===== src/rtl/core/sua_pkg.sv =====
`default_nettype none
package sua_pkg;

  localparam int unsigned DATA_W  = 64;
  localparam int unsigned OP_W    = 4;
  localparam int unsigned CNT_W   = 7;
  localparam int unsigned BYTES   = 8;
  localparam int unsigned LBYTES  = 4;

  localparam logic [DATA_W-1:0] FF0_NONE = 64'h0000_0000_FFFF_FFFF;
  localparam logic [CNT_W-1:0]  CNT_32   = 7'd32;
  localparam logic [CNT_W-1:0]  CNT_64   = 7'd64;

  typedef enum logic [OP_W-1:0] {
    OP_MOV32    = 4'd0,
    OP_MOV64    = 4'd1,
    OP_CMOV32   = 4'd2,
    OP_CMOV64   = 4'd3,
    OP_NOT32    = 4'd4,
    OP_NOT64    = 4'd5,
    OP_WQM32    = 4'd6,
    OP_WQM64    = 4'd7,
    OP_BREV32   = 4'd8,
    OP_BREV64   = 4'd9,
    OP_BCNT0_32 = 4'd10,
    OP_BCNT0_64 = 4'd11,
    OP_BCNT1_32 = 4'd12,
    OP_BCNT1_64 = 4'd13,
    OP_FF0_32   = 4'd14
  } op_t;

  typedef enum logic [1:0] {
    SEL_BASE,
    SEL_CNT0,
    SEL_CNT1,
    SEL_FF0
  } sel_t;

  typedef struct packed {
    logic            dw;
    logic            two;
    logic            sccw;
    logic            wide;
    sel_t            sel;
  } ctrl_t;

  typedef struct packed {
    logic [DATA_W-1:0]        base;
    logic [BYTES-1:0][3:0]    bcnt;
    logic [LBYTES-1:0]        zfound;
    logic [LBYTES-1:0][2:0]   zidx;
    ctrl_t                    ctrl;
  } split_t;

  typedef struct packed {
    logic [DATA_W-1:0] base;
    logic [CNT_W-1:0]  total;
    logic              ff0_none;
    logic [4:0]        ff0_idx;
    ctrl_t             ctrl;
  } red_t;

  typedef struct packed {
    logic              scc_write;
    logic              scc_out;
    logic              dest_two_words;
    logic              dest_write;
    logic [DATA_W-1:0] result_value;
  } res_t;

endpackage
`default_nettype wire


===== src/rtl/core/sua_split.sv =====
`default_nettype none
module sua_split import sua_pkg::*; (
  input  wire logic              clk,
  input  wire logic              rst,
  input  wire logic              in_valid,
  output logic                   in_ready,
  input  wire logic [OP_W-1:0]   op,
  input  wire logic [DATA_W-1:0] src,
  input  wire logic              scc,
  output logic                   out_valid,
  input  wire logic              out_ready,
  output split_t                 out_data
);

  split_t nxt;
  logic [DATA_W-1:0] s32;
  logic [DATA_W-1:0] cnt_src;
  logic valid;

  function automatic logic [DATA_W-1:0] nibble_fill(input logic [DATA_W-1:0] x);
    logic [DATA_W-1:0] r;
    for (int q = 0; q < DATA_W / 4; q++) begin
      r[q*4 +: 4] = {4{|x[q*4 +: 4]}};
    end
    return r;
  endfunction

  function automatic logic [DATA_W-1:0] rev64(input logic [DATA_W-1:0] x);
    logic [DATA_W-1:0] r;
    for (int i = 0; i < DATA_W; i++) begin
      r[DATA_W-1-i] = x[i];
    end
    return r;
  endfunction

  always_comb begin
    s32 = {32'd0, src[31:0]};
    nxt = '0;
    nxt.ctrl.dw = 1'b1;
    nxt.ctrl.sel = SEL_BASE;
    case (op)
      OP_MOV32: nxt.base = s32;
      OP_MOV64: begin
        nxt.base = src;
        nxt.ctrl.two = 1'b1;
      end
      OP_CMOV32: begin
        nxt.ctrl.dw = scc;
        nxt.base = scc ? s32 : '0;
      end
      OP_CMOV64: begin
        nxt.ctrl.dw = scc;
        nxt.base = scc ? src : '0;
        nxt.ctrl.two = 1'b1;
      end
      OP_NOT32: begin
        nxt.base = {32'd0, ~src[31:0]};
        nxt.ctrl.sccw = 1'b1;
      end
      OP_NOT64: begin
        nxt.base = ~src;
        nxt.ctrl.two = 1'b1;
        nxt.ctrl.sccw = 1'b1;
      end
      OP_WQM32: begin
        nxt.base = nibble_fill(s32);
        nxt.ctrl.sccw = 1'b1;
      end
      OP_WQM64: begin
        nxt.base = nibble_fill(src);
        nxt.ctrl.two = 1'b1;
        nxt.ctrl.sccw = 1'b1;
      end
      OP_BREV32: nxt.base = rev64(s32) >> 32;
      OP_BREV64: begin
        nxt.base = rev64(src);
        nxt.ctrl.two = 1'b1;
      end
      OP_BCNT0_32: begin
        nxt.ctrl.sel = SEL_CNT0;
        nxt.ctrl.sccw = 1'b1;
      end
      OP_BCNT0_64: begin
        nxt.ctrl.sel = SEL_CNT0;
        nxt.ctrl.sccw = 1'b1;
        nxt.ctrl.wide = 1'b1;
      end
      OP_BCNT1_32: begin
        nxt.ctrl.sel = SEL_CNT1;
        nxt.ctrl.sccw = 1'b1;
      end
      OP_BCNT1_64: begin
        nxt.ctrl.sel = SEL_CNT1;
        nxt.ctrl.sccw = 1'b1;
        nxt.ctrl.wide = 1'b1;
      end
      OP_FF0_32: nxt.ctrl.sel = SEL_FF0;
      default: nxt.ctrl.dw = 1'b0;
    endcase

    // byte-wise ones count, high word masked for the narrow forms
    cnt_src = nxt.ctrl.wide ? src : s32;
    for (int b = 0; b < BYTES; b++) begin
      nxt.bcnt[b] = '0;
      for (int i = 0; i < 8; i++) begin
        nxt.bcnt[b] = nxt.bcnt[b] + {3'd0, cnt_src[b*8 + i]};
      end
    end

    // lowest zero bit inside each byte of the low word
    for (int b = 0; b < LBYTES; b++) begin
      nxt.zfound[b] = ~&src[b*8 +: 8];
      nxt.zidx[b] = '0;
      for (int i = 7; i >= 0; i--) begin
        if (!src[b*8 + i]) nxt.zidx[b] = 3'(i);
      end
    end
  end

  assign in_ready  = !valid || out_ready;
  assign out_valid = valid;

  always_ff @(posedge clk) begin
    if (rst) begin
      valid <= 1'b0;
    end else if (in_ready) begin
      valid <= in_valid;
    end
  end

  always_ff @(posedge clk) begin
    if (in_valid && in_ready) begin
      out_data <= nxt;
    end
  end

endmodule
`default_nettype wire


===== src/rtl/core/sua_reduce.sv =====
`default_nettype none
module sua_reduce import sua_pkg::*; (
  input  wire logic   clk,
  input  wire logic   rst,
  input  wire logic   in_valid,
  output logic        in_ready,
  input  split_t      in_data,
  output logic        out_valid,
  input  wire logic   out_ready,
  output red_t        out_data
);

  red_t nxt;
  logic valid;

  always_comb begin
    nxt.base = in_data.base;
    nxt.ctrl = in_data.ctrl;
    nxt.total = '0;
    for (int b = 0; b < BYTES; b++) begin
      nxt.total = nxt.total + CNT_W'(in_data.bcnt[b]);
    end
    // lowest byte with a zero wins
    nxt.ff0_none = ~|in_data.zfound;
    nxt.ff0_idx = '0;
    for (int b = LBYTES - 1; b >= 0; b--) begin
      if (in_data.zfound[b]) nxt.ff0_idx = {2'(b), in_data.zidx[b]};
    end
  end

  assign in_ready  = !valid || out_ready;
  assign out_valid = valid;

  always_ff @(posedge clk) begin
    if (rst) begin
      valid <= 1'b0;
    end else if (in_ready) begin
      valid <= in_valid;
    end
  end

  always_ff @(posedge clk) begin
    if (in_valid && in_ready) begin
      out_data <= nxt;
    end
  end

endmodule
`default_nettype wire


===== src/rtl/core/sua_finish.sv =====
`default_nettype none
module sua_finish import sua_pkg::*; (
  input  wire logic   clk,
  input  wire logic   rst,
  input  wire logic   in_valid,
  output logic        in_ready,
  input  red_t        in_data,
  output logic        out_valid,
  input  wire logic   out_ready,
  output res_t        out_data
);

  res_t nxt;
  logic [CNT_W-1:0] width_bits;
  logic valid;

  always_comb begin
    width_bits = in_data.ctrl.wide ? CNT_64 : CNT_32;
    case (in_data.ctrl.sel)
      SEL_BASE: nxt.result_value = in_data.base;
      SEL_CNT0: nxt.result_value = {57'd0, width_bits - in_data.total};
      SEL_CNT1: nxt.result_value = {57'd0, in_data.total};
      SEL_FF0:  nxt.result_value = in_data.ff0_none ? FF0_NONE : {59'd0, in_data.ff0_idx};
      default:  nxt.result_value = in_data.base;
    endcase
    nxt.dest_write     = in_data.ctrl.dw;
    nxt.dest_two_words = in_data.ctrl.two;
    nxt.scc_write      = in_data.ctrl.sccw;
    nxt.scc_out        = in_data.ctrl.sccw && (|nxt.result_value);
  end

  assign in_ready  = !valid || out_ready;
  assign out_valid = valid;

  always_ff @(posedge clk) begin
    if (rst) begin
      valid <= 1'b0;
    end else if (in_ready) begin
      valid <= in_valid;
    end
  end

  always_ff @(posedge clk) begin
    if (in_valid && in_ready) begin
      out_data <= nxt;
    end
  end

endmodule
`default_nettype wire


===== src/rtl/core/scalar_unary_alu.sv =====
// Scalar single-source ALU. Takes one instruction beat per cycle while the
// output is not stalled and returns one result beat for each, in order,
// through three register stages: opcode decode with per-byte ones counts and
// zero search, reduction of the byte partials, then final select with the
// condition code. Every stage holds its beat under backpressure, so bubbles
// close up and nothing is dropped.
`default_nettype none
module scalar_unary_alu import sua_pkg::*; (
  input  wire logic        clk,
  input  wire logic        rst,
  input  wire logic        s_tvalid,
  output logic             s_tready,
  input  wire logic [71:0] s_tdata,  // [63:0] src, [64] scc_in, [71:65] zero
  input  wire logic [3:0]  s_tuser,  // [3:0] req_type
  output logic             m_tvalid,
  input  wire logic        m_tready,
  output logic [71:0]      m_tdata   // [63:0] result_value, [64] dest_write,
                                     // [65] dest_two_words, [66] scc_out,
                                     // [67] scc_write, [71:68] zero
);

  split_t split_data;
  red_t   red_data;
  res_t   res_data;
  logic   split_valid, split_ready;
  logic   red_valid, red_ready;

  sua_split u_split (
    .clk       (clk),
    .rst       (rst),
    .in_valid  (s_tvalid),
    .in_ready  (s_tready),
    .op        (s_tuser),
    .src       (s_tdata[63:0]),
    .scc       (s_tdata[64]),
    .out_valid (split_valid),
    .out_ready (split_ready),
    .out_data  (split_data)
  );

  sua_reduce u_reduce (
    .clk       (clk),
    .rst       (rst),
    .in_valid  (split_valid),
    .in_ready  (split_ready),
    .in_data   (split_data),
    .out_valid (red_valid),
    .out_ready (red_ready),
    .out_data  (red_data)
  );

  sua_finish u_finish (
    .clk       (clk),
    .rst       (rst),
    .in_valid  (red_valid),
    .in_ready  (red_ready),
    .in_data   (red_data),
    .out_valid (m_tvalid),
    .out_ready (m_tready),
    .out_data  (res_data)
  );

  assign m_tdata = {4'd0, res_data};

endmodule
`default_nettype wire


===== config.mk =====
export PLATFORM = sky130hd
export DESIGN_NAME = scalar_unary_alu
export DESIGN_NICKNAME = d
export VERILOG_FILES = /design/src/rtl/core/sua_pkg.sv /design/src/rtl/core/sua_split.sv /design/src/rtl/core/sua_reduce.sv /design/src/rtl/core/sua_finish.sv /design/src/rtl/core/scalar_unary_alu.sv
export SDC_FILE = /design/constraint.sdc
export NUM_CORES = 1
export LEC_CHECK = 0
export BUFFER_PORTS_ARGS = -buffer_cell sky130_fd_sc_hd__buf_2
export CAP_MARGIN = 20
export CORE_MARGIN = 3
export CORE_UTILIZATION = 39
export CTS_BUF_LIST = sky130_fd_sc_hd__clkbuf_2
export DETAILED_ROUTE_END_ITERATION = 12
export SLEW_MARGIN = 20
export SYNTH_ARGS = -nofsm -noshare
export SYNTH_HDL_FRONTEND = slang
export SYNTH_SLANG_ARGS = --single-unit

===== constraint.sdc =====
create_clock -name clk -period 13.5 [get_ports clk]
set_input_delay 1.35 -clock clk [delete_from_list [all_inputs] [get_ports clk]]
set_output_delay 1.35 -clock clk [all_outputs]
set_load 0.005 [all_outputs]

==> run metrics, run 1 <==
status=completed; Max Slew Vio Count=0; initial antenna violation count=6; final std cells w/o fill=1694; Post-Route WL=33600 microns; CTS sink count=272; CTS tree=yes; internal power=0.00167 W; Core ar.=0.0340 sq mm; worst-path fanout max=2; hold_buf cts=0; CP startpoint kind=flop; Period Utilization, post-route=35.0%; die extent in x=193 microns; WP buf/inv=2; CP required=14080 ps; io pins=154; Sequential Power Share=44.5%; post-synth top area share=59.5%; crit end category=flop; setup TNS=0 ps; vias per std cell=5.27; CTS root buf=clkbuf_2; PD cells=161 mW/mm^2; vias in the first global route=8755; dominant cells by area after synthesis=edfxtp_1, fa_1, ha_1; gpl congestion=0.918; port bufs=142; CTS buffer count=69; HP Class=reg -> reg; dpl cells=1570; Max Clk Rate=212 MHz; XOR/XNOR Fraction of Synth Area=1.35%; Async S/R FF share, synth=0%; top cells by count, synth=edfxtp_1, inv_1, nand2_1; Final nets=1370; DR DRC count=0; main flop type after synthesis=edfxtp_1; post-route ant nets=0; Setup violations, final=0; ordered cell list for the critical path=ha_1 > fa_1 > xor2_1 > fa_1 > inv_1 > fa_1 > fa_1 > fa_1 > inv_1 > ha_1 > a21o_1 > a21oi_1 > o21bai_1 > a21oi_1 > xnor2_1; die height=193 microns; pin count of the biggest net entering global routing=84; post-CTS sizing=0; Routed WL per cell=19.8 microns; Yosys reg bits=272; Logic pwr share=32.6%; Syn Inst Count=1029; Ys Warns=0; Synth cell types=53; Static Leak=6.06 nW; share of layout cells above drive strength 1=21.9%; final hold vios=0; Seq/Total Area, Yosys=59.9%; Placement Rows=67; Worst-path clk slew=100 ps; Iter 0 DRT Violations=796; post-CTS setup buffers=0; first-pass GRT wire length=50500 microns; post-synthesis mux area share=0.636%; Clock Skews=54.4 ps; VDD IR max=0.208 mV; GR Util All Layers=18.4%; via count=8926; family with the most delay on the worst path=adder cells; Least-Margin Pin Slew=797 ps; hpwl dp=24800 microns; Crit-path slowest cell=fa_1; clk_lat worst skew=860 ps; Most common cell on crit path=fa_1; synthesized area=0.0136 sq mm; leading area contributor after synthesis=edfxtp_1; RSZ-0062 raised after global routing=false; Die ar.=0.0371 sq mm; largest family of logic cells by synthesized area=compound AO/OA/AOI/OAI gates; Starting Density=40.0%; cell with the most instances after synthesis=edfxtp_1; Syn Area/Cell=13.2 sq um; Pre-antenna DRT Iters=7; CP arrival=5300 ps; grt total ovfl=0; Synth Area in Adders=11.7%; headroom to the max-slew limit=46.2%; Crit path largest cell delay=580 ps; number of synthesized flops with an enable pin=269; H-tree level count=3; switch share=32.9%; CP Class=reg -> reg; Sw Pwr=0.000818 W; P&R area growth vs syn=13.3%; Tmin final=4730 ps; Clock power frac=22.9%; simple-gate share of the synthesized area=8.46%; Clock Tree Buf Depth=3; # Max-Cap Violations=0; Synth Area in Compound Gates=12.5%
==> placed cells by master (no fill, tap or decap), types with 12 or more instances in the layout <==
master and n:
a21o_1 30, a21oi_1 37, a221oi_1 32, a22oi_1 30
and2_1 48, buf_2 142, clkbuf_2 94, clkinv_1 18
edfxtp_1 269, fa_1 51, ha_1 45, inv_1 118
nand2_1 68, nor2_1 29, nor3_1 12, nor4_1 19
o211ai_1 61, xnor2_1 19
==> worst reg2reg max path, stage by stage (launching register included) <==
cell and delay, ps:
edfxtp_1 400, ha_1 230, fa_1 400, xor2_1 170, fa_1 490, inv_1 60, fa_1 500, fa_1 530
fa_1 580, inv_1 60, ha_1 280, a21o_1 180, a21oi_1 230, o21bai_1 100, a21oi_1 170, xnor2_1 80
==> cell type report <==
cell class / count / area (sq um)
multi-input cells: 581 / 4780
clock inverters: 27 / 191
repair buffers: 151 / 795
fillers: 3120 / 18600
inverters: 119 / 447
flip-flops and latches: 272 / 8140
clock buffers: 94 / 470
diodes: 2 / 5.00
well taps: 448 / 561
==> cells by family after synthesis <==
group,after synthesis
and+or+nand+nor,222
DFF,272
AOI/OAI and AO/OA,232
xor gates and xnor gates,21
other,1
buffers and inverters,179
muxes,6
adders and majority gates,96
==> through the flow <==
| step | util (%) | power (W) | hold slack, ps | setup slack (ps) | area, sq um |
|---|---|---|---|---|---|
| after global placement | 43.3 | 0.00191 | 401 | 8710 | 14700 |
| after detailed placement | 43.3 | 0.00194 | 405 | 8610 | 14700 |
| final | 45.3 | 0.00248 | 405 | 8770 | 15400 |
| after global routing | 45.3 | 0.00269 | 396 | 8600 | 15400 |
| after CTS | 45.2 | 0.00252 | 386 | 8710 | 15400 |
| after floorplan | - | 0.00171 | 400 | 5380 | 13600 |
==> state kept, by name, summed over array words and instances (netlist names) <==
signal              count
u_finish.out_data      68
u_finish.out_valid      1
u_reduce.out_data      83
u_reduce.out_valid      1
u_split.out_data      118
u_split.out_valid       1
==> layer usage <==
layer | vias to the layer above | global-route usage (%) | share of wire (%)
met5 | - | 0 | 0.15
met4 | 8 | 7.73 | 3.6
met3 | 76 | 5.20 | 8.2
met2 | 390 | 29.4 | 48
met1 | 4302 | 23.5 | 41
li1 | 4150 | - | -
==> path summary, 6_finish.rpt <==
path	startpoint	to	slack (ps)	cells after the start
worst max-delay path	u_split.out_data[26]	u_reduce.out_data[18]	8770	15
worst min-delay path	u_split.out_data[70]	u_reduce.out_data[35]	400	0
worst max register to register	u_split.out_data[26]	u_reduce.out_data[18]	8770	15
worst min register to register	u_split.out_data[70]	u_reduce.out_data[35]	400	0
==> power groups by stage <==
stage          Clock, W  Sequential [W]  Combinational (W)
5_1_grt        0.000641         0.00111           0.000934
6_report       0.000569         0.00111           0.000810
2_1_floorplan         0         0.00111           0.000594
3_5_place_dp          0         0.00113           0.000812
3_3_place_gp          0         0.00112           0.000784
4_1_cts        0.000594         0.00111           0.000822
No activity file was read; power rests on OpenSTA's default activity.
==> inputs of run 2 (changes only) <==
clock period = 4.1 ns   (was 13.5 ns; I/O delays follow)
==> run 2 against run 1 <==
The run now ends with setup timing left. Clock power rose to 3.5 times the previous value. Sequential power grew to 3.3 times the previous value. Critical path depth did not move. Clock skew grew 44 ps. Final cell count up 7.4%. Critical endpoint unchanged. Largest cell class unchanged.
==> run metrics, run 2 (synthesized netlist as in run 1, its figures left out) <==
Sw Pwr=0.00272 W (+230%); total power=0.00869 W (+250%); Worst path depth=15 (unchanged); Starting Density=40.0% (unchanged); Worst-path clk slew=100 ps (about the same); CP required=4780 ps (-9300 ps); Clock Skews=98.2 ps (+43.8 ps); # Max-Cap Violations=0 (unchanged); crit end category=flop; headroom to the max-slew limit=48.6% (+2.5 points); CP startpoint kind=flop; Clock Tree Buf Depth=3 (unchanged); clk_lat worst skew=920 ps (+60 ps); failing checks=setup timing; via count=9444 (+5.8%); CTS root buf=clkbuf_2; commonest cells after routing, fill and taps aside=edfxtp_1, buf_2, inv_1; Setup violations, final=2 (+2); area of the multi-input gates=0.00482 sq mm (+0.76%); CP arrival=4940 ps (-360 ps); Tmin final=4260 ps (-472 ps); internal power=0.00597 W (+260%); Max Slew Vio Count=0 (unchanged); Crit-path slowest cell=fa_1; vias in the first global route=9256 (+5.7%); CTS tree=yes; Least-Margin Pin Slew=769 ps (-28.3 ps); most common cell after layout, fill and taps aside=edfxtp_1; CTS buffer count=70 (+1.4%); GR Util All Layers=19.0% (+0.64 points); post-route ant nets=0 (unchanged); Logic pwr share=35.2% (+2.6 points); CP Class=reg -> reg; CTS sink count=272 (unchanged); Final nets=1500 (+9.5%); final hold vios=0 (unchanged); share of layout cells above drive strength 1=21.8% (-0.12 points); DR DRC count=0 (unchanged); Core ar.=0.0340 sq mm (unchanged); setup TNS=-186 ps (-186 ps); HP Class=in -> reg; Die ar.=0.0371 sq mm (unchanged); die extent in x=193 microns (unchanged); RSZ-0062 raised after global routing=true; switch share=31.3% (-1.6 points); worst r2r path cells=15 (unchanged); Iter 0 DRT Violations=806 (+1.3%); family with the most delay on the worst path=adder cells; Core Util, Final=49.3% (+4.0 points); Crit path largest cell delay=520 ps (-60 ps); port bufs=142 (unchanged); ordered cell list for the critical path=ha_2 > fa_2 > xor2_1 > fa_1 > inv_1 > fa_1 > fa_1 > fa_1 > inv_1 > ha_1 > a21o_1 > a21oi_2 > o21bai_1 > a21oi_1 > xnor2_1; status=finished with violations; PD cells=519 mW/mm^2 (+220%); Most common cell on crit path=fa_1; register name with the most flops=u_split.out_data; Sequential Power Share=42.0% (-2.5 points); Post-Route WL=34900 microns (+4.0%); Routed WL per cell=19.2 microns (-3.2%); Max Clk Rate=235 MHz (+11%); worst-path fanout max=2 (unchanged); WP buf/inv=2 (unchanged); Static Leak=6.65 nW (+9.7%); Fill cells=3005 (-3.7%); grt total ovfl=0 (unchanged); Pre-antenna DRT Iters=5 (-2); hold path depth=4 (+4); VDD IR max=0.620 mV (+200%); die height=193 microns (unchanged); gpl congestion=0.892 (-2.9%); Clock power frac=22.9% (about the same); register area=0.00814 sq mm (unchanged); Placement Rows=67 (unchanged); vias per std cell=5.19 (-1.5%); first-pass GRT wire length=52300 microns (+3.7%); H-tree level count=3 (unchanged); pin count of the biggest net entering global routing=84 (unchanged); PnR worst setup slack=-156 ps (-8930 ps); initial antenna violation count=2 (-4); number of flip-flops in the largest register=118 (unchanged); Period Utilization, post-route=104% (+69 points); Top Registers=u_split.out_data x118, u_reduce.out_data x83, u_finish.out_data x68; P&R area growth vs syn=23.3%; hpwl dp=25000 microns (+0.68%); io pins=154 (unchanged)
## run 2: layout make-up
cell class,count,share of cell area [%]
multi-input combinational,581,28.8
clock inverter,19,1.17
inverter,119,2.67
clock buffer,99,2.96
antenna,2,0.0299
tap,448,3.35
sequential,272,48.6
timing repair buffer,280,12.4
## run 2: worst paths after layout
kind,from,to,slack (ps)
worst max-delay path,u_split.out_data[26],u_reduce.out_data[18],-160
worst min-delay path,s_tuser[1],u_split.out_data[2],110
worst max register to register,u_split.out_data[26],u_reduce.out_data[18],-160
worst min register to register,u_split.out_data[107],u_reduce.out_data[72],400
## run 2: repair_timing
action / CTS / global route
resized for setup: 5 / 0
hold endpoints to repair: 87 / 0
pin swaps: 8 / 3
endpoints found under the setup margin: 2 / 4
hold buffers: 115 / 0
setup buffers: 4 / 1
cloned: 0 / 0
## run 2: worst register-to-register path: cells and delay by family (launching register included)
family                   cells  cell delay [ps]
XOR/XNOR                     2              240
flip-flops                   1              380
adder cells (fa/ha/maj)      7             2780
buffers and inverters        2              100
AO/OA/AOI/OAI                4              550
## run 2: metal layers
| metal | vias up | track usage [%] | part of all wire [%] |
|---|---|---|---|
| li1 | 4413 | - | - |
| met1 | 4492 | 24.5 | 41 |
| met2 | 448 | 30.2 | 47 |
| met3 | 91 | 4.89 | 8.5 |
| met4 | 0 | 8.77 | 3.7 |
| met5 | - | 0 | 0 |
## run 2: power by group through the flow
stage	logic (W)	clock network, W	registers [W]
after floorplan	0.00210	0	0.00365
after global placement	0.00277	0	0.00371
after CTS	0.00310	0.00206	0.00365
after global routing	0.00352	0.00223	0.00367
after detailed placement	0.00285	0	0.00371
final	0.00306	0.00199	0.00365
## run 2: through the flow
step                hold WS, ps  instances  setup slack, ps  cell area [sq um]
floorplan                   400       1032            -80.9              13600
CTS                        5.47       1817             -149              16700
global placement            403       1580             -148              14800
detailed placement          405       1580             -214              14800
finish                      113       1820             -156              16700
global route               25.4       1820             -331              16700
